$ cat src/hdl/hbbc_pkg.sv
// Shared types, constants and the bucket hash step of the hashed block buffer cache.
`default_nettype none
package hbbc_pkg;

    localparam int NUM_SLOTS   = 30;
    localparam int NUM_BUCKETS = 13;
    localparam int SLOT_W      = 5;
    localparam int CNT_W       = SLOT_W + 1;
    localparam int BKT_W       = 4;
    localparam int RECIP_SH    = 12;
    localparam int RECIP       = (1 << RECIP_SH) / NUM_BUCKETS;

    typedef enum logic [1:0] {
        OP_READ    = 2'd0,
        OP_RELEASE = 2'd1,
        OP_PIN     = 2'd2,
        OP_UNPIN   = 2'd3
    } t_op;

    typedef enum logic [1:0] {
        ST_OK       = 2'd0,
        ST_NO_FREE  = 2'd1,
        ST_UNDERFLOW = 2'd2,
        ST_RSVD     = 2'd3
    } t_status;

    typedef struct packed {
        logic [7:0]        dev;
        logic [31:0]       blk;
        logic              valid;
        logic [7:0]        cnt;
        logic [BKT_W-1:0]  bkt;
        logic [SLOT_W-1:0] rank;
    } t_entry;

    localparam int ENTRY_W = $bits(t_entry);

    // One nibble of the block number folded into the running remainder.
    function automatic logic [BKT_W-1:0] mod_step(input logic [BKT_W-1:0] rem,
                                                  input logic [3:0] nib);
        logic [7:0]  x;
        logic [20:0] prod;
        logic [7:0]  q;
        logic [7:0]  r;
        x    = {rem, nib};
        prod = 21'(x) * 21'(RECIP);
        q    = 8'(prod >> RECIP_SH);
        r    = x - 8'(q * 8'(NUM_BUCKETS));
        if (r >= 8'(NUM_BUCKETS)) begin
            r = r - 8'(NUM_BUCKETS);
        end
        return r[BKT_W-1:0];
    endfunction

endpackage
`default_nettype wire

$ cat src/hdl/hbbc_tag_ram.sv
// Tag memory: one entry per buffer slot, one write and one registered read port.
`default_nettype none
module hbbc_tag_ram (
    input  wire logic                          i_clk,
    input  wire logic                          i_we,
    input  wire logic [hbbc_pkg::SLOT_W-1:0]   i_waddr,
    input  wire hbbc_pkg::t_entry              i_wdata,
    input  wire logic                          i_re,
    input  wire logic [hbbc_pkg::SLOT_W-1:0]   i_raddr,
    output hbbc_pkg::t_entry                   o_rdata
);

    hbbc_pkg::t_entry r_mem [hbbc_pkg::NUM_SLOTS];
    hbbc_pkg::t_entry r_rdata;

    always_ff @(posedge i_clk) begin
        if (i_we) begin
            r_mem[i_waddr] <= i_wdata;
        end
        if (i_re) begin
            r_rdata <= r_mem[i_raddr];
        end
    end

    assign o_rdata = r_rdata;

endmodule
`default_nettype wire

$ cat src/hdl/hashed_block_buffer_cache.sv
// Top level: request sequencer of the hashed block buffer cache around the tag memory.
//
//  Channel  Dir  Signals                       Contents
//  s_*      in   s_tvalid s_tready s_tdata     device, block_number, buffer_index
//                s_tuser                       opcode
//  m_*      out  m_tvalid m_tready m_tdata     slot, hit, needs_read, status
//
// A read hashes the block number a nibble at a time, makes a pass over the tag memory, takes a
// decision and makes one write, or a rank pass when a slot moves in from another bucket.
// Release, pin and unpin look up the slot and write it back, or make a rank pass when a
// release ranks a slot newest; an index beyond the pool answers without a lookup.
// After reset a clearing pass fills every tag memory entry before s_tready rises.
// The result register lets the next request start while a result waits on m_tready.
`default_nettype none
module hashed_block_buffer_cache (
    input  wire logic        i_clk,
    input  wire logic        i_rst_n,
    input  wire logic        s_tvalid,
    output logic             s_tready,
    input  wire logic [47:0] s_tdata,  // device[7:0], block_number[39:8], buffer_index[44:40]
    input  wire logic [1:0]  s_tuser,  // opcode[1:0]
    output logic             m_tvalid,
    input  wire logic        m_tready,
    output logic [15:0]      m_tdata   // slot[4:0], hit[5], needs_read[6], status[8:7]
);

    localparam int SW = hbbc_pkg::SLOT_W;
    localparam int CW = hbbc_pkg::CNT_W;
    localparam int BW = hbbc_pkg::BKT_W;

    typedef enum logic [9:0] {
        S_CLEAR  = 10'b0000000001,
        S_IDLE   = 10'b0000000010,
        S_HASH   = 10'b0000000100,
        S_SCAN   = 10'b0000001000,
        S_DECIDE = 10'b0000010000,
        S_LOOK   = 10'b0000100000,
        S_LOOKD  = 10'b0001000000,
        S_WRITE  = 10'b0010000000,
        S_SWEEP  = 10'b0100000000,
        S_DONE   = 10'b1000000000
    } t_state;

    t_state            r_state;
    logic [CW-1:0]     r_cnt;
    logic              r_pv;
    logic [SW-1:0]     r_paddr;
    hbbc_pkg::t_op     r_op;
    logic [7:0]        r_dev;
    logic [31:0]       r_blk;
    logic [31:0]       r_hsh;
    logic [2:0]        r_hcnt;
    logic [SW-1:0]     r_idx;
    logic [BW-1:0]     r_bkt;
    logic              r_hit_f, r_own_f, r_oth_f;
    logic [SW-1:0]     r_hit_a, r_own_a, r_oth_a;
    hbbc_pkg::t_entry  r_hit_e, r_own_e, r_oth_e;
    logic [SW-1:0]     r_tgt_a;
    hbbc_pkg::t_entry  r_tgt_e;
    hbbc_pkg::t_entry  n_tgt_e;
    logic [SW-1:0]     r_old;
    logic [SW-1:0]     r_slot;
    logic              r_hit, r_nread;
    hbbc_pkg::t_status r_status;
    logic              r_ovalid;
    logic [15:0]       r_odata;

    logic              ram_we, ram_re;
    logic [SW-1:0]     ram_waddr, ram_raddr;
    hbbc_pkg::t_entry  ram_wdata, ram_rdata, aged;
    logic              cnt_end, out_free;

    hbbc_tag_ram u_ram (
        .i_clk   (i_clk),
        .i_we    (ram_we),
        .i_waddr (ram_waddr),
        .i_wdata (ram_wdata),
        .i_re    (ram_re),
        .i_raddr (ram_raddr),
        .o_rdata (ram_rdata)
    );

    assign cnt_end  = (r_cnt == CW'(hbbc_pkg::NUM_SLOTS));
    assign out_free = !r_ovalid || m_tready;
    assign s_tready = (r_state == S_IDLE);
    assign m_tvalid = r_ovalid;
    assign m_tdata  = r_odata;

    always_comb begin
        aged = ram_rdata;
        if (ram_rdata.rank > r_old) begin
            aged.rank = ram_rdata.rank - SW'(1);
        end
    end

    always_comb begin
        n_tgt_e = r_tgt_e;
        if (r_state == S_DECIDE) begin
            if (r_hit_f) begin
                n_tgt_e       = r_hit_e;
                n_tgt_e.valid = 1'b1;
                n_tgt_e.cnt   = (r_hit_e.cnt == 8'hFF) ? 8'hFF : r_hit_e.cnt + 8'd1;
            end else if (r_own_f) begin
                n_tgt_e       = r_own_e;
                n_tgt_e.dev   = r_dev;
                n_tgt_e.blk   = r_blk;
                n_tgt_e.valid = 1'b1;
                n_tgt_e.cnt   = 8'd1;
            end else begin
                n_tgt_e       = r_oth_e;
                n_tgt_e.dev   = r_dev;
                n_tgt_e.blk   = r_blk;
                n_tgt_e.valid = 1'b1;
                n_tgt_e.cnt   = 8'd1;
                n_tgt_e.bkt   = r_bkt;
                n_tgt_e.rank  = SW'(hbbc_pkg::NUM_SLOTS - 1);
            end
        end else if (r_state == S_LOOKD) begin
            n_tgt_e = ram_rdata;
            if (r_op == hbbc_pkg::OP_PIN) begin
                n_tgt_e.cnt = (ram_rdata.cnt == 8'hFF) ? 8'hFF : ram_rdata.cnt + 8'd1;
            end else if (ram_rdata.cnt != 8'd0) begin
                n_tgt_e.cnt = ram_rdata.cnt - 8'd1;
                if (r_op == hbbc_pkg::OP_RELEASE && ram_rdata.cnt == 8'd1) begin
                    n_tgt_e.rank = SW'(hbbc_pkg::NUM_SLOTS - 1);
                end
            end
        end
    end

    always_comb begin
        ram_re    = 1'b0;
        ram_raddr = r_cnt[SW-1:0];
        ram_we    = 1'b0;
        ram_waddr = r_cnt[SW-1:0];
        ram_wdata = '0;
        unique case (r_state)
            S_CLEAR: begin
                ram_we         = 1'b1;
                ram_wdata.rank = r_cnt[SW-1:0];
            end
            S_SCAN: begin
                ram_re = !cnt_end;
            end
            S_LOOK: begin
                ram_re    = 1'b1;
                ram_raddr = r_idx;
            end
            S_WRITE: begin
                ram_we    = 1'b1;
                ram_waddr = r_tgt_a;
                ram_wdata = r_tgt_e;
            end
            S_SWEEP: begin
                ram_re    = !cnt_end;
                ram_we    = r_pv;
                ram_waddr = r_paddr;
                ram_wdata = (r_paddr == r_tgt_a) ? r_tgt_e : aged;
            end
            S_IDLE, S_HASH, S_DECIDE, S_LOOKD, S_DONE: begin
                ram_re = 1'b0;
            end
            default: begin
                ram_re = 1'b0;
            end
        endcase
    end

    always_ff @(posedge i_clk) begin
        if (!i_rst_n) begin
            r_state  <= S_CLEAR;
            r_cnt    <= '0;
            r_pv     <= 1'b0;
            r_ovalid <= 1'b0;
        end else begin
            r_ovalid <= (r_ovalid && !m_tready) || (r_state == S_DONE && out_free);
            r_tgt_e  <= n_tgt_e;
            unique case (r_state)
                S_CLEAR: begin
                    r_cnt <= r_cnt + CW'(1);
                    if (r_cnt == CW'(hbbc_pkg::NUM_SLOTS - 1)) begin
                        r_state <= S_IDLE;
                    end
                end
                S_IDLE: begin
                    if (s_tvalid) begin
                        r_op     <= hbbc_pkg::t_op'(s_tuser);
                        r_dev    <= s_tdata[7:0];
                        r_blk    <= s_tdata[39:8];
                        r_hsh    <= s_tdata[39:8];
                        r_idx    <= s_tdata[44:40];
                        r_bkt    <= '0;
                        r_hcnt   <= '0;
                        r_slot   <= s_tdata[44:40];
                        r_hit    <= 1'b0;
                        r_nread  <= 1'b0;
                        r_status <= hbbc_pkg::ST_OK;
                        if (hbbc_pkg::t_op'(s_tuser) == hbbc_pkg::OP_READ) begin
                            r_state <= S_HASH;
                        end else if (s_tdata[44:40] >= SW'(hbbc_pkg::NUM_SLOTS)) begin
                            r_state <= S_DONE;
                        end else begin
                            r_state <= S_LOOK;
                        end
                    end
                end
                S_HASH: begin
                    r_bkt  <= hbbc_pkg::mod_step(r_bkt, r_hsh[31:28]);
                    r_hsh  <= r_hsh << 4;
                    r_hcnt <= r_hcnt + 3'd1;
                    if (r_hcnt == 3'd7) begin
                        r_state <= S_SCAN;
                        r_cnt   <= '0;
                        r_pv    <= 1'b0;
                        r_hit_f <= 1'b0;
                        r_own_f <= 1'b0;
                        r_oth_f <= 1'b0;
                    end
                end
                S_SCAN: begin
                    r_pv    <= ram_re;
                    r_paddr <= r_cnt[SW-1:0];
                    if (ram_re) begin
                        r_cnt <= r_cnt + CW'(1);
                    end
                    if (r_pv) begin
                        if (ram_rdata.bkt == r_bkt && ram_rdata.dev == r_dev &&
                            ram_rdata.blk == r_blk &&
                            (!r_hit_f || ram_rdata.rank > r_hit_e.rank)) begin
                            r_hit_f <= 1'b1;
                            r_hit_a <= r_paddr;
                            r_hit_e <= ram_rdata;
                        end
                        if (ram_rdata.bkt == r_bkt && ram_rdata.cnt == 8'd0 &&
                            (!r_own_f || ram_rdata.rank < r_own_e.rank)) begin
                            r_own_f <= 1'b1;
                            r_own_a <= r_paddr;
                            r_own_e <= ram_rdata;
                        end
                        if (ram_rdata.bkt != r_bkt && ram_rdata.cnt == 8'd0 &&
                            (!r_oth_f || ram_rdata.bkt < r_oth_e.bkt ||
                             (ram_rdata.bkt == r_oth_e.bkt &&
                              ram_rdata.rank < r_oth_e.rank))) begin
                            r_oth_f <= 1'b1;
                            r_oth_a <= r_paddr;
                            r_oth_e <= ram_rdata;
                        end
                    end
                    if (!ram_re && !r_pv) begin
                        r_state <= S_DECIDE;
                    end
                end
                S_DECIDE: begin
                    r_cnt <= '0;
                    r_pv  <= 1'b0;
                    if (r_hit_f) begin
                        r_tgt_a <= r_hit_a;
                        r_slot  <= r_hit_a;
                        r_hit   <= 1'b1;
                        r_nread <= !r_hit_e.valid;
                        r_state <= S_WRITE;
                    end else if (r_own_f) begin
                        r_tgt_a <= r_own_a;
                        r_slot  <= r_own_a;
                        r_nread <= 1'b1;
                        r_state <= S_WRITE;
                    end else if (r_oth_f) begin
                        r_tgt_a <= r_oth_a;
                        r_old   <= r_oth_e.rank;
                        r_slot  <= r_oth_a;
                        r_nread <= 1'b1;
                        r_state <= S_SWEEP;
                    end else begin
                        r_slot   <= '0;
                        r_status <= hbbc_pkg::ST_NO_FREE;
                        r_state  <= S_DONE;
                    end
                end
                S_LOOK: begin
                    r_state <= S_LOOKD;
                end
                S_LOOKD: begin
                    r_cnt   <= '0;
                    r_pv    <= 1'b0;
                    r_tgt_a <= r_idx;
                    r_old   <= ram_rdata.rank;
                    if (r_op == hbbc_pkg::OP_PIN) begin
                        r_state <= S_WRITE;
                    end else if (ram_rdata.cnt == 8'd0) begin
                        r_status <= hbbc_pkg::ST_UNDERFLOW;
                        r_state  <= S_DONE;
                    end else if (r_op == hbbc_pkg::OP_RELEASE && ram_rdata.cnt == 8'd1) begin
                        r_state <= S_SWEEP;
                    end else begin
                        r_state <= S_WRITE;
                    end
                end
                S_WRITE: begin
                    r_state <= S_DONE;
                end
                S_SWEEP: begin
                    r_pv    <= ram_re;
                    r_paddr <= r_cnt[SW-1:0];
                    if (ram_re) begin
                        r_cnt <= r_cnt + CW'(1);
                    end
                    if (!ram_re && !r_pv) begin
                        r_state <= S_DONE;
                    end
                end
                S_DONE: begin
                    if (out_free) begin
                        r_odata <= {7'd0, r_status, r_nread, r_hit, r_slot};
                        r_state <= S_IDLE;
                    end
                end
                default: begin
                    r_state <= S_IDLE;
                end
            endcase
        end
    end

    a_wr_in_range: assert property (@(posedge i_clk) disable iff (!i_rst_n)
        ram_we |-> (ram_waddr < SW'(hbbc_pkg::NUM_SLOTS)))
        else $error("tag write beyond the slot pool");

    a_scan_read_only: assert property (@(posedge i_clk) disable iff (!i_rst_n)
        (r_state == S_SCAN || r_state == S_HASH) |-> !ram_we)
        else $error("tag write during the lookup pass");

    a_result_from_done: assert property (@(posedge i_clk) disable iff (!i_rst_n)
        $rose(m_tvalid) |-> $past(r_state == S_DONE))
        else $error("result raised outside the completion step");

    a_no_free_slot_zero: assert property (@(posedge i_clk) disable iff (!i_rst_n)
        (r_state == S_DONE && r_status == hbbc_pkg::ST_NO_FREE) |-> (r_slot == '0 && !r_hit))
        else $error("no-free result carries a slot");

endmodule
`default_nettype wire
$ cat config.mk
export PLATFORM = sky130hd
export DESIGN_NAME = hashed_block_buffer_cache
export DESIGN_NICKNAME = d
export VERILOG_FILES = /design/src/hdl/hbbc_pkg.sv /design/src/hdl/hbbc_tag_ram.sv /design/src/hdl/hashed_block_buffer_cache.sv
export SDC_FILE = /design/constraint.sdc
export NUM_CORES = 2
export LEC_CHECK = 0
export ABC_AREA = 0
export BUFFER_PORTS_ARGS = -buffer_cell sky130_fd_sc_hd__buf_2
export CORE_MARGIN = 1.5
export CORE_UTILIZATION = 30
export DETAILED_ROUTE_END_ITERATION = 7
export HOLD_SLACK_MARGIN = 0.05
export SLEW_MARGIN = 20
export SYNTH_ARGS = -nofsm -noshare
export SYNTH_HDL_FRONTEND = slang
export SYNTH_SLANG_ARGS = --single-unit
$ cat constraint.sdc
create_clock -name i_clk -period 8.8 [get_ports i_clk]
set_clock_uncertainty 0.2 [all_clocks]
set_input_delay 1.32 -clock i_clk [delete_from_list [all_inputs] [get_ports i_clk]]
set_output_delay 1.32 -clock i_clk [all_outputs]
set_load 0.005 [all_outputs]
==> results.yml <==
cts:
  cts_tree: "built"
  ctsHtreeMaxLevel: 4
  cts_root_buffer: "clkbuf_16"
  cts_resized: 0
  cts_buffers: 199
  clkSinkCount: 2087
  clk_latency_ns: 0.88
  clk_pin_slew_ns: 0.06
  cts_setup_buffers: 0
  cts.path.max_buffers: 3
  hold_buffers: 0
timing:
  final-hold-violation-count: 0
  period_minus_slack_ns: 8.04
  fin_crit_sh_pct: 91.4
  setup_tns_ns: 0
  final_max_slew_viol_count: 0
  relSlewSlack_pct: 22.9
  fmax_mhz: 124
  rsz0062_at_grt: "no"
  finalSetupViolations: 0
  tightest_slew_ns: 1.15
setup_path:
  path_class: "reg -> reg"
  crit_path_start_kind: "flip-flop"
  cp.arrival_ns: 8.53
  cp_common_cell: "ha_1"
  cp_slowest_cell: "edfxtp_1"
  crit_fanout: 8
  slowest_delay_ns: 0.60
  worstPathRequired_ns: 9.29
  worst_setup_path_end_kind: "flip-flop"
  path_buf_inv: 5
  regToRegSetupSlack_ns: 0.76
  crit_family: "adder cells"
global_routing:
  grt_overflow: 0
  track_usage_pct: 16.6
  grt_pass1_vias: 49100
  grt_pass1_wl_microns: 346000
  grt_max_degree: 130
  antenna_found_initial: 4
synth:
  synth-seq-area-share_pct: 74.1
  syn_inst: 5797
  yosysWarnings: 0
  synth_seq_cells: 2087
  ys_types: 72
  synth_ff_type: "edfxtp_1"
  synth-edff-count: 2069
  synth_area_leaders: "edfxtp_1 74%, mux2i_1 4.9%, nand2_1 4.9%"
  avgSynthCellArea_sq_um: 14.5
  async_reset_ff_share_pct: 0
  yosysTopAreaCellShare_pct: 73.7
  netlist_area_sq_um: 84300
  synth.largest_area_cell: "edfxtp_1"
placed_design:
  dp_cells: 9364
  dpl.hpwl_microns: 129000
  io_buffer_count: 61
  place.gp.congestion: 0.816
floorplan:
  chipWidth_microns: 533
  ios: 72
  fp-row-count: 194
  die_y_microns: 533
  initial_core_util_pct: 30.2
  fp.dieArea_sq_um: 284000
  core_sq_um: 279000
pwr:
  cellLeakagePower_nw: 31.9
  p_per_area_nw_per_um2: 252
  vdd_drop_max_v: 0.000274
run_status:
  violations: "design-rule violations"
  status: "finished with violations"
finish:
  syn2layout_area_growth_pct: 13.6
  final_cell_count_no_fill: 9737
  layout.nets: 6014
  drive_gt1_share_pct: 9.09
job:
  maxCapViolations: 0
detailed_routing:
  antenna_left: 0
  viasPerCell: 5.16
  first_iter_violations: 5980
  wl_per_cell_microns: 24.8
  detail_route.first_pass.iterations: 8
  drcViolationCount: 20
  routed_wl_microns: 241000
  vias: 50300
worst_hold_path:
  hold_class: "reg -> reg"
==> final timing paths <==
kind | startpoint | cells past startpoint | to
worst max-delay path | r_bkt[2] | 28 | r_bkt[3]
worst min-delay path | r_hit | 0 | m_tdata[5]
worst max register to register | r_bkt[2] | 28 | r_bkt[3]
worst min register to register | r_hit | 0 | m_tdata[5]
==> state kept, by name (all words and copies together) (netlist names), 6 cells and up <==
name           flops
r_hit_e           58
u_ram.o_rdata     58
u_ram.r_mem     1740
r_hsh             32
m_tdata            9
r_oth_e            9
r_own_e            9
r_cnt              6
r_tgt_e           58
r_dev              8
r_blk             32
r_state           10
==> worst reg2reg max path: cells and delay by family (launching register included) <==
kind,cells,cell delay [ns]
muxes,1,0.18
DFF,1,0.60
buffers and inverters,5,0.49
AOI/OAI and AO/OA,8,1.96
adders and majority gates,9,3.21
xor gates and xnor gates,2,0.37
and+or+nand+nor,3,0.88
==> area by class of cell <==
cell class / count / area [sq um]
fill: 26600 / 184000
sequential: 2087 / 62500
multi-input combinational: 3276 / 20500
clock buffer: 243 / 5230
tap: 3724 / 4660
timing repair buffer: 180 / 1340
clock inverter: 124 / 1210
inverter: 99 / 373
antenna: 4 / 10.0
==> synthesized netlist by cell type (7+ instances only) <==
library cell,count
a2111oi_0,9
a211oi_1,77
a21o_1,15
a21oi_1,126
a22o_1,51
a311oi_1,7
a31oi_1,181
a32oi_1,14
and2_1,14
and3_1,89
buf_1,31
buf_2,50
buf_4,11
buf_6,14
clkbuf_1,235
dfxtp_1,18
edfxtp_1,2069
fa_1,22
ha_1,95
inv_1,98
mux2i_1,415
nand2_1,1090
nand2b_1,10
nand3_1,285
nand4_1,63
nor2_1,96
nor2b_1,15
nor3_1,10
nor4_1,73
o21ai_0,146
o22ai_1,186
o31ai_1,7
xnor2_1,20
xor2_1,59
==> placed cells by master, fill, tap and decap left out, types with 31 or more instances in the layout <==
cell type / n
clkinv_1: 44
a21oi_1: 125
nor2_1: 65
o21ai_0: 138
inv_1: 97
nand3_1: 284
a22o_1: 50
nand2_1: 1082
ha_1: 95
mux2i_1: 412
o22ai_1: 186
a31oi_1: 179
buf_4: 108
clkinv_2: 39
buf_2: 61
clkbuf_1: 40
xor2_1: 59
edfxtp_1: 2069
nand4_1: 63
nor4_1: 72
and3_1: 89
clkbuf_16: 203
a211oi_1: 76
nor2_4: 31
==> per-stage QoR <==
step	utilization, %	hold slack, ns	cell area, sq um	power [W]	setup WS [ns]
floorplan	-	0.200	84400	0.0145	1.22
global placement	31.9	0.208	89300	0.0157	0.563
detailed placement	32.0	0.205	89300	0.0158	0.667
CTS	34.3	0.219	95700	0.0242	0.665
global route	34.3	0.225	95800	0.0250	0.250
finish	34.3	0.217	95800	0.0241	0.760
==> cell families after synthesis <==
logic type / after synthesis / synth area share [%]
AO/OA/AOI/OAI: 873 / 6.61
XOR/XNOR: 79 / 0.820
adder cells (fa/ha/maj): 117 / 1.93
buffers and inverters: 440 / 2.21
flip-flops: 2087 / 74.1
multiplexers: 419 / 4.98
other: 1 / 0.00445
AND/OR/NAND/NOR: 1781 / 9.35
==> where the power goes <==
part,internal (W),leakage (nW),switching (W)
logic,0.00132,12.1,0.00289
clock network,0.00479,3.14,0.00374
registers,0.0113,16.7,0.0000997
==> per-layer routing <==
layer  global-route usage (%)  up-vias  part of all wire [%]
li1                         -    22100                     -
met1                     21.4    25500                    40
met2                     27.8     2190                    48
met3                     2.91      411                   8.1
met4                     6.03        0                   3.6
met5                        0        -                     0
(Power assumes the default switching activity.)
